==> config.mk <==
export PLATFORM = sky130hd
export DESIGN_NAME = shooter_enable_sequencer
export DESIGN_NICKNAME = d
export VERILOG_FILES = /design/src/hdl/ses_pkg.sv /design/src/hdl/shooter_enable_sequencer.sv
export SDC_FILE = /design/constraint.sdc
export NUM_CORES = 1
export LEC_CHECK = 0
export BUFFER_PORTS_ARGS = -buffer_cell sky130_fd_sc_hd__buf_2
export CORE_MARGIN = 2
export CORE_UTILIZATION = 40
export CTS_CLUSTER_DIAMETER = 150
export DETAILED_ROUTE_END_ITERATION = 8
export SETUP_SLACK_MARGIN = 0.2
export SKIP_CTS_REPAIR_TIMING = 1
export SYNTH_ARGS = -nofsm -noshare
export SYNTH_HDL_FRONTEND = slang
export SYNTH_SLANG_ARGS = --single-unit
==> constraint.sdc <==
create_clock -name i_clk -period 5.44 [get_ports i_clk]
set_clock_uncertainty 0.2 [all_clocks]
set_input_delay 1.088 -clock i_clk [delete_from_list [all_inputs] [get_ports i_clk]]
set_output_delay 1.088 -clock i_clk [all_outputs]
set_load 0.05 [all_outputs]
==> src/hdl/ses_pkg.sv <==
package ses_pkg;

    // field widths
    localparam int MODE_W   = 2;
    localparam int SW_W     = 2;
    localparam int PWM_W    = 16;
    localparam int BYTE_W   = 8;
    localparam int HOLD_W   = 9;
    localparam int IN_TDATA_W  = 8;
    localparam int OUT_TDATA_W = 24;

    // configuration port
    localparam int CFG_IDX_W  = 3;
    localparam int CFG_DATA_W = 16;

    localparam logic [CFG_IDX_W-1:0] REG_IDLE_PWM = 3'd0;
    localparam logic [CFG_IDX_W-1:0] REG_RUN_PWM  = 3'd1;
    localparam logic [CFG_IDX_W-1:0] REG_FIRE_PER = 3'd2;
    localparam logic [CFG_IDX_W-1:0] REG_HOLD_LIM = 3'd3;
    localparam logic [CFG_IDX_W-1:0] REG_LOCKOUT  = 3'd4;

    // register reset values
    localparam logic [PWM_W-1:0]  RST_IDLE_PWM = 16'd1000;
    localparam logic [PWM_W-1:0]  RST_RUN_PWM  = 16'd1200;
    localparam logic [BYTE_W-1:0] RST_FIRE_PER = 8'd20;
    localparam logic [BYTE_W-1:0] RST_HOLD_LIM = 8'd40;
    localparam logic [BYTE_W-1:0] RST_LOCKOUT  = 8'd200;

    // remote modes and switch positions
    localparam logic [MODE_W-1:0] MODE_PREPARE = 2'd0;
    localparam logic [MODE_W-1:0] MODE_REMOTE  = 2'd1;
    localparam logic [MODE_W-1:0] MODE_KEYBRD  = 2'd2;
    localparam logic [MODE_W-1:0] MODE_STANDBY = 2'd3;
    localparam logic [SW_W-1:0]   SW_UP        = 2'd1;
    localparam logic [SW_W-1:0]   SW_DOWN      = 2'd2;
    localparam logic [SW_W-1:0]   SW_MID       = 2'd3;

    // counter limits
    localparam logic [HOLD_W-1:0] HOLD_MAX = 9'd511;
    localparam logic [BYTE_W-1:0] FIRE_MAX = 8'd255;
    localparam logic [HOLD_W-1:0] FIRE_GAP = 9'd5;

    // one result item
    typedef struct packed {
        logic             wheel_on;
        logic             trigger_on;
        logic             laser_en;
        logic [PWM_W-1:0] wheel_pwm;
    } t_result;

endpackage

==> src/hdl/shooter_enable_sequencer.sv <==
// channel  direction  width  contents
// s_axis   in         8      tick: mode, switch, right and left button
// m_axis   out        24     wheel pwm, laser, trigger, wheel state
// cfg      in         3+16   register index and write data
//
// one tick is accepted every cycle while the skid slot is empty; its result
// is registered. the update of all counters and the wheel flag is one
// combinational pass from the state registers to the output register.
// a skid register holds a second result when the master side stalls, so an
// input transaction is refused only when both result slots are full.
// reset is synchronous and restores register defaults and cleared state.
module shooter_enable_sequencer (
    input  logic                              i_clk,
    input  logic                              i_rst_n,
    input  logic                              s_axis_tvalid,
    output logic                              s_axis_tready,
    // [1:0] remote_mode, [3:2] mode_switch, [4] right_button, [5] left_button
    input  logic [ses_pkg::IN_TDATA_W-1:0]    s_axis_tdata,
    output logic                              m_axis_tvalid,
    input  logic                              m_axis_tready,
    // [15:0] wheel_pwm, [16] laser_en, [17] trigger_on, [18] wheel_on
    output logic [ses_pkg::OUT_TDATA_W-1:0]   m_axis_tdata,
    input  logic                              i_cfg_valid,
    output logic                              o_cfg_ready,
    input  logic [ses_pkg::CFG_IDX_W-1:0]     i_cfg_index,
    input  logic [ses_pkg::CFG_DATA_W-1:0]    i_cfg_data
);
    import ses_pkg::*;

    // configuration registers
    logic [PWM_W-1:0]  r_idle_pwm, r_run_pwm;
    logic [BYTE_W-1:0] r_fire_per, r_hold_lim, r_lockout;

    // block state
    logic              r_wheel, n_wheel;
    logic [SW_W-1:0]   r_last_sw, n_last_sw;
    logic [HOLD_W-1:0] r_hold, n_hold;
    logic [BYTE_W-1:0] r_lock, n_lock;
    logic [BYTE_W-1:0] r_fire, n_fire;

    // result slots
    t_result r_out, r_skid, n_res;
    logic    r_out_valid, r_skid_valid;

    logic [MODE_W-1:0] in_mode;
    logic [SW_W-1:0]   in_sw;
    logic              in_right, in_left;
    logic              accept, take;
    logic              stop_mode, sw_edge, hold_over, trig;
    logic [BYTE_W-1:0] lock_mid, fire_cnt;

    assign in_mode  = s_axis_tdata[1:0];
    assign in_sw    = s_axis_tdata[3:2];
    assign in_right = s_axis_tdata[4];
    assign in_left  = s_axis_tdata[5];

    assign o_cfg_ready   = 1'b1;
    assign s_axis_tready = !r_skid_valid;
    assign accept        = s_axis_tvalid && s_axis_tready;
    assign take          = r_out_valid && m_axis_tready;
    assign m_axis_tvalid = r_out_valid;
    assign m_axis_tdata  = {{(OUT_TDATA_W - $bits(t_result)){1'b0}}, r_out};

    // configuration write decode
    always_ff @(posedge i_clk) begin
        if (!i_rst_n) begin
            r_idle_pwm <= RST_IDLE_PWM;
            r_run_pwm  <= RST_RUN_PWM;
            r_fire_per <= RST_FIRE_PER;
            r_hold_lim <= RST_HOLD_LIM;
            r_lockout  <= RST_LOCKOUT;
        end else if (i_cfg_valid) begin
            unique case (i_cfg_index)
                REG_IDLE_PWM: r_idle_pwm <= i_cfg_data;
                REG_RUN_PWM:  r_run_pwm  <= i_cfg_data;
                REG_FIRE_PER: r_fire_per <= i_cfg_data[BYTE_W-1:0];
                REG_HOLD_LIM: r_hold_lim <= i_cfg_data[BYTE_W-1:0];
                REG_LOCKOUT:  r_lockout  <= i_cfg_data[BYTE_W-1:0];
                default: ;
            endcase
        end
    end

    // one tick of the wheel and trigger sequencing
    always_comb begin
        stop_mode = (in_mode == MODE_PREPARE) || (in_mode == MODE_STANDBY);
        sw_edge   = (in_sw == SW_MID) && (r_last_sw == SW_UP);
        n_wheel   = r_wheel;
        n_last_sw = r_last_sw;
        n_hold    = r_hold;
        n_lock    = r_lock;
        n_fire    = r_fire;
        lock_mid  = r_lock;
        fire_cnt  = r_fire;
        hold_over = 1'b0;
        trig      = 1'b0;

        if (stop_mode) begin
            n_wheel = 1'b0;
        end else begin
            // saturating hold counter
            if (in_right) begin
                n_hold = (r_hold == HOLD_MAX) ? r_hold : r_hold + 1'b1;
            end else begin
                n_hold = '0;
            end
            hold_over = n_hold > {1'b0, r_hold_lim};

            // wheel toggle, press-on and hold-off
            if (!r_wheel && (r_lock == '0)) begin
                n_wheel = sw_edge || (n_hold != '0);
            end else if (r_wheel) begin
                n_wheel = !(sw_edge || hold_over);
                if (hold_over) begin
                    lock_mid = r_lockout;
                end
            end

            n_last_sw = in_sw;
            n_lock    = (lock_mid != '0) ? lock_mid - 1'b1 : lock_mid;

            // trigger pulse train
            if (n_wheel) begin
                if (in_left || (in_sw == SW_DOWN)) begin
                    fire_cnt = (r_fire == FIRE_MAX) ? r_fire : r_fire + 1'b1;
                end else begin
                    fire_cnt = '0;
                end
                if ((fire_cnt != '0) && (fire_cnt < r_fire_per)) begin
                    trig = 1'b1;
                end else if ((fire_cnt >= r_fire_per) &&
                             ({1'b0, fire_cnt} < ({1'b0, r_fire_per} + FIRE_GAP))) begin
                    fire_cnt = '0;
                end
                n_fire = fire_cnt;
            end
        end

        n_res.wheel_pwm  = n_wheel ? r_run_pwm : r_idle_pwm;
        n_res.laser_en   = n_wheel;
        n_res.trigger_on = trig;
        n_res.wheel_on   = n_wheel;
    end

    // state update on each accepted tick
    always_ff @(posedge i_clk) begin
        if (!i_rst_n) begin
            r_wheel   <= 1'b0;
            r_last_sw <= '0;
            r_hold    <= '0;
            r_lock    <= '0;
            r_fire    <= '0;
        end else if (accept) begin
            r_wheel   <= n_wheel;
            r_last_sw <= n_last_sw;
            r_hold    <= n_hold;
            r_lock    <= n_lock;
            r_fire    <= n_fire;
        end
    end

    // output register with skid slot
    always_ff @(posedge i_clk) begin
        if (!i_rst_n) begin
            r_out_valid  <= 1'b0;
            r_skid_valid <= 1'b0;
        end else if (take) begin
            if (r_skid_valid) begin
                r_out        <= r_skid;
                r_skid_valid <= 1'b0;
            end else begin
                r_out_valid <= accept;
                if (accept) begin
                    r_out <= n_res;
                end
            end
        end else if (accept) begin
            if (!r_out_valid) begin
                r_out       <= n_res;
                r_out_valid <= 1'b1;
            end else begin
                r_skid       <= n_res;
                r_skid_valid <= 1'b1;
            end
        end
    end

endmodule

==> flow_metrics.env, run 1 <==
export IMPL_routedWlPerCell_um=16.1
export IMPL_avgViaCountPerCell=5.46
export IMPL_worstPathCellList="ha_2, nand4_1, nor2_1, nor3_1, xnor2_1, nor2_1, ha_1, o21a_1, o21a_1, o221ai_1, a21bo_1, mux2i_1, ha_1, nor4b_2, mux2i_2, mux2_2, a21oi_1"
export IMPL_nNetsFinal=806
export IMPL_status="complete, no violations"
export IMPL_yosys_cell_types_count=67
export IMPL_io_pins=59
export IMPL_grt_pass1_vias=5112
export IMPL_slew_headroom=0.179
export IMPL_rows=46
export IMPL_drive_gt1_frac=0.182
export IMPL_hp_class="flop to flop"
export IMPL_worstMarginPinSlew_ps=1230
export IMPL_yosys_area_share_simple=0.204
export IMPL_synth_compound_area_share=0.157
export IMPL_die_h_um=131
export IMPL_gp_congestion=0.884
export IMPL_mostFrequentLayoutCells="nand2_1, dfxtp_1, a21oi_1, buf_2, edfxtp_1"
export IMPL_mostFrequentLayoutCell="nand2_1"
export IMPL_vias=5323
export IMPL_area_delta_synth_final_pct=15.1
export IMPL_start_util=0.408
export IMPL_cp_end_kind="flop"
export IMPL_drt_iter0_markers=346
export IMPL_clk_pin_slew_ps=60
export IMPL_dp_hpwl_um=10800
export IMPL_grt_max_degree=61
export IMPL_coreArea_um2=15800
export IMPL_critPathTopFamily="simple AND/OR/NAND/NOR gates"
export IMPL_cts_sinks=122
export IMPL_drt_pass1_iter_count=5
export IMPL_drc=0
export IMPL_yosysWarnings=0
export IMPL_cts_buffers=17
export IMPL_routed_wl_um=15700
export IMPL_ant_nets=0
export IMPL_placed_area_um2=6810
export IMPL_synth_cell_area_um2=6450
export IMPL_synth_edff_count=36
export IMPL_grt_pass1_wl_um=25100
export IMPL_htree_levels=4
export IMPL_avgSynthCellArea_um2=9.06
export IMPL_power_leakage_nw=2.86
export IMPL_synth_cells=712
export IMPL_clock_latency_ps=420
export IMPL_cp_data_required_time_ps=5590
export IMPL_rsz0062_at_grt="no"
export IMPL_ir_worst_vdd_uv=224
export IMPL_chipWidth_um=131
export IMPL_cts_tree="built"
export IMPL_synth_top_family_by_area="simple AND/OR/NAND/NOR gates"
export IMPL_multi_input_area_um2=3380
export IMPL_max_freq_mhz=207
export IMPL_hold_viol_final=0
export IMPL_crit_type="flop to flop"
export IMPL_worstPathArrival_ps=4980
export IMPL_die_area_um2=17200
export IMPL_cpPeakStageDelay_ps=450
export IMPL_p_per_area_nw_per_um2=372
export IMPL_period_share=0.888
export IMPL_tns_ps=0
export IMPL_synth_ff_type="dfxtp_1"
export IMPL_regArea_um2=2800
export IMPL_synth_seq_cells=122
export IMPL_clockBufferDepth=2
export IMPL_synth_mux_area_frac=0.0743
export IMPL_async_reset_ff_frac=0
export IMPL_fillers=1472
export IMPL_clock_tree_root_cell="clkbuf_16"
export IMPL_slew_violations=0
export IMPL_portBuffers=50
export IMPL_critPathMaxFanout=11
export IMPL_cap_violations=0
export IMPL_grt_antenna_before_repair=0
export IMPL_synth_xor_area_frac=0.0258
export IMPL_ys_seq_area_frac=0.434
export IMPL_worst_setup_path_start_kind="flop"
export IMPL_overflow=0
export IMPL_slowest_stage="dfxtp_1"
export IMPL_grtUsageTotal=0.189
export IMPL_stdcell_area_um2=7430
export IMPL_path_buf_inv=0
export IMPL_min_period_ps=4830
export IMPL_setup_viol=0
export IMPL_synth_adder_area_share=0.0562
-- state kept, by name, summed over array words and instances, names as in the netlist, 2 cells and up --
name          cells
r_lockout         8
r_lock            8
r_last_sw         2
m_axis_tdata     18
r_run_pwm        16
r_fire            8
r_fire_per        8
r_hold_lim        8
r_idle_pwm       16
r_skid           18
r_hold            9
-- Yosys cell counts (4+ instances only) --
cell,count,area share
nand3_1,24,0.019
a211oi_1,5,0.0058
buf_2,6,0.0047
o21ai_0,16,0.012
mux2_4,9,0.021
or2_2,5,0.0048
a22o_1,7,0.0095
ha_1,29,0.056
edfxtp_1,36,0.17
buf_4,7,0.0081
clkbuf_1,27,0.016
inv_1,23,0.013
xnor2_1,13,0.018
o21a_1,6,0.0070
and3_1,8,0.0078
nor2b_1,4,0.0039
nor3_1,18,0.014
a31oi_1,4,0.0039
nand4_1,8,0.0078
dfxtp_1,86,0.27
o2111ai_1,5,0.0068
or3_1,8,0.0078
o211ai_1,7,0.0081
and4_1,5,0.0068
a21oi_1,83,0.064
nor4b_1,4,0.0054
nand2_1,147,0.086
mux2i_1,4,0.0062
xor2_1,6,0.0081
nor2_1,22,0.013
nor4_1,4,0.0039
mux2_2,27,0.047
-- cell families after synthesis --
logic type      count (synthesis)
mux                            40
compound gates                159
simple gates                  273
flops                         122
xor+xnor                       19
buf+inv                        68
fa+ha+maj                      29
other cells                     2
-- worst min-delay path: cells and delay by family, from the launching register on --
family	cells	cell delay, ps
AND/OR/NAND/NOR	1	50
flip-flops	1	300
AO/OA/AOI/OAI	1	50
-- power by group --
group | internal [W] | switching (W) | leakage, nW
clock network | 0.000720 | 0.000420 | 0.290
logic | 0.000236 | 0.000353 | 1.54
registers | 0.000999 | 0.0000363 | 1.02
-- layer usage --
| layer | up-vias | track usage | share of wire |
|---|---|---|---|
| met5 | - | 0 | 0 |
| li1 | 2622 | - | - |
| met4 | 0 | 0.0807 | 0.021 |
| met1 | 2557 | 0.239 | 0.45 |
| met2 | 120 | 0.314 | 0.49 |
| met3 | 24 | 0.0403 | 0.037 |
-- worst paths after layout --
kind | end | slack (ps) | cells past startpoint | start
setup / recovery | r_lock[1] | 610 | 17 | r_hold[0]
hold / removal | r_run_pwm[15] | 250 | 2 | r_run_pwm[15]
setup reg to reg | r_lock[1] | 610 | 17 | r_hold[0]
hold reg to reg | r_run_pwm[15] | 250 | 2 | r_run_pwm[15]
-- metrics by stage --
| step | power, W | instances | hold slack (ps) | setup WS (ps) | utilization |
|---|---|---|---|---|---|
| 2_1_floorplan | 0.00152 | 716 | 231 | 935 | - |
| 3_3_place_gp | 0.00161 | 942 | 238 | 630 | 0.430 |
| 3_5_place_dp | 0.00163 | 942 | 245 | 383 | 0.430 |
| 4_1_cts | 0.00278 | 974 | 253 | 358 | 0.468 |
| 5_1_grt | 0.00288 | 974 | 270 | 265 | 0.469 |
| 6_report | 0.00276 | 975 | 251 | 609 | 0.469 |
-- area by class of cell --
cell class	count	area share
inverters	24	0.0121
flip-flops and latches	122	0.377
repair buffers	54	0.0377
diodes	1	0.000337
clock buffers	21	0.0635
well taps	216	0.0364
clock inverters	11	0.0179
multi-input cells	526	0.455
Power figures use the tool's default switching activity.
==> run 2: changes to the inputs <==
--- a/config.mk
+++ b/config.mk
@@ -6,6 +6,7 @@
 export NUM_CORES = 1
 export LEC_CHECK = 0
 export BUFFER_PORTS_ARGS = -buffer_cell sky130_fd_sc_hd__buf_2
+export CORE_ASPECT_RATIO = 1.25
 export CORE_MARGIN = 2
 export CORE_UTILIZATION = 40
 export CTS_CLUSTER_DIAMETER = 150
==> constraint.sdc (replaced) <==
create_clock -name i_clk -period 5.48 [get_ports i_clk]
set_clock_uncertainty 0.2 [all_clocks]
set_input_delay 1.096 -clock i_clk [delete_from_list [all_inputs] [get_ports i_clk]]
set_output_delay 1.096 -clock i_clk [all_outputs]
set_load 0.05 [all_outputs]
==> run 2 against run 1 <==
  * Design area rose by 0.22%
  * Global-route usage fell by 0.66 points
  * Sequential power barely moved
  * Largest cell class unchanged
==> flow_metrics.env, run 2 (synthesis results as in run 1) <==
export IMPL_status="complete, no violations"
export IMPL_drt_iter0_markers=313
export IMPL_avgViaCountPerCell=5.39
export IMPL_cts_tree="built"
export IMPL_clock_latency_ps=420
export IMPL_start_util=0.411
export IMPL_gp_congestion=0.849
export IMPL_area_delta_synth_final_pct=15.4
export IMPL_period_share=0.884
export IMPL_die_h_um=146
export IMPL_slew_headroom=0.181
export IMPL_cp_end_kind="flop"
export IMPL_ant_nets=0
export IMPL_coreArea_um2=15700
export IMPL_drive_gt1_frac=0.183
export IMPL_crit_type="flop to flop"
export IMPL_post_place_ws_ps=377
export IMPL_worstMarginPinSlew_ps=1220
export IMPL_mostFrequentLayoutCell="nand2_1"
export IMPL_die_area_um2=17200
export IMPL_hold_viol_final=0
export IMPL_power_w=0.00280
export IMPL_tns_ps=0
export IMPL_slew_violations=0
export IMPL_worstPathArrival_ps=4910
export IMPL_ir_worst_vdd_uv=204
export IMPL_overflow=0
export IMPL_drt_pass1_iter_count=5
export IMPL_clockBufferDepth=2
export IMPL_routedWlPerCell_um=15.8
export IMPL_drc=0
export IMPL_cap_violations=0
export IMPL_dp_hpwl_um=10800
export IMPL_routed_wl_um=15400
export IMPL_grt_max_degree=50
export IMPL_grtUsageTotal=0.183
export IMPL_mostFrequentLayoutCells="nand2_1, dfxtp_1, a21oi_1, buf_2, edfxtp_1"
export IMPL_cts_buffers=17
export IMPL_hp_class="flop to flop"
export IMPL_worst_setup_path_start_kind="flop"
export IMPL_portBuffers=50
export IMPL_grt_antenna_before_repair=0
export IMPL_cts_sinks=122
export IMPL_min_period_ps=4840
export IMPL_fin_ws_ps=636
export IMPL_clk_pin_slew_ps=60
export IMPL_n_antenna_cell=0
export IMPL_p_per_area_nw_per_um2=376
export IMPL_grt_pass1_wl_um=25300
export IMPL_cp_data_required_time_ps=5540
export IMPL_nNetsFinal=807
export IMPL_power_leakage_nw=2.88
export IMPL_max_freq_mhz=206
export IMPL_clock_tree_root_cell="clkbuf_16"
export IMPL_chipWidth_um=118
export IMPL_rsz0062_at_grt="no"
export IMPL_rows=51
export IMPL_htree_levels=4
export IMPL_vias=5238
export IMPL_critPathMaxFanout=12
export IMPL_io_pins=59
export IMPL_setup_viol=0
export IMPL_grt_pass1_vias=5154
==> run 2: layout make-up <==
type	instances	area, um2
clock buffers	18	429
clock inverters	14	195
fillers	1531	8250
inverters	24	90.1
multi-input cells	526	3370
flip-flops and latches	122	2800
well taps	212	265
repair buffers	55	288
==> run 2: worst max-delay path, stage by stage, from the launching register on <==
cell	delay, ps
dfxtp_1	480
ha_2	350
nand4_1	180
nor2_1	300
nor3_1	110
xnor2_1	130
nor2_1	170
ha_1	280
o21a_1	180
o21a_1	170
o221ai_1	330
a21bo_2	360
mux2i_1	290
ha_1	220
nor4b_2	360
mux2i_1	180
buf_4	200
a21oi_1	120
a311oi_1	70
==> run 2: path summary, 6_finish.rpt <==
path | startpoint | to | slack, ps | cells after the start
min reg2reg | r_run_pwm[1] | r_run_pwm[1] | 250 | 2
max reg2reg | r_hold[0] | r_lock[2] | 640 | 18
max | r_hold[0] | r_lock[2] | 640 | 18
min | r_run_pwm[1] | r_run_pwm[1] | 250 | 2
==> run 2: stage by stage <==
step                hold WS (ps)   util  cell area [um2]  instances
CTS                          254  0.474             7430        971
detailed placement           246  0.434             6810        939
global placement             239  0.434             6810        939
global route                 276  0.474             7440        971
floorplan                    231      -             6470        716
finish                       254  0.474             7440        971
==> run 2: per-layer routing <==
metal  GRT usage  share of wire  up-vias
met5           0              0        -
met4      0.0620          0.016        0
met3      0.0353          0.036       22
met2       0.337           0.52      106
met1       0.210           0.43     2503
li1            -              -     2607
==> run 2: power by group <==
part / switching, W / internal (W) / leakage, nW
logic: 0.000342 / 0.000241 / 1.55
clock network: 0.000421 / 0.000764 / 0.307
registers: 0.0000362 / 0.000992 / 1.02
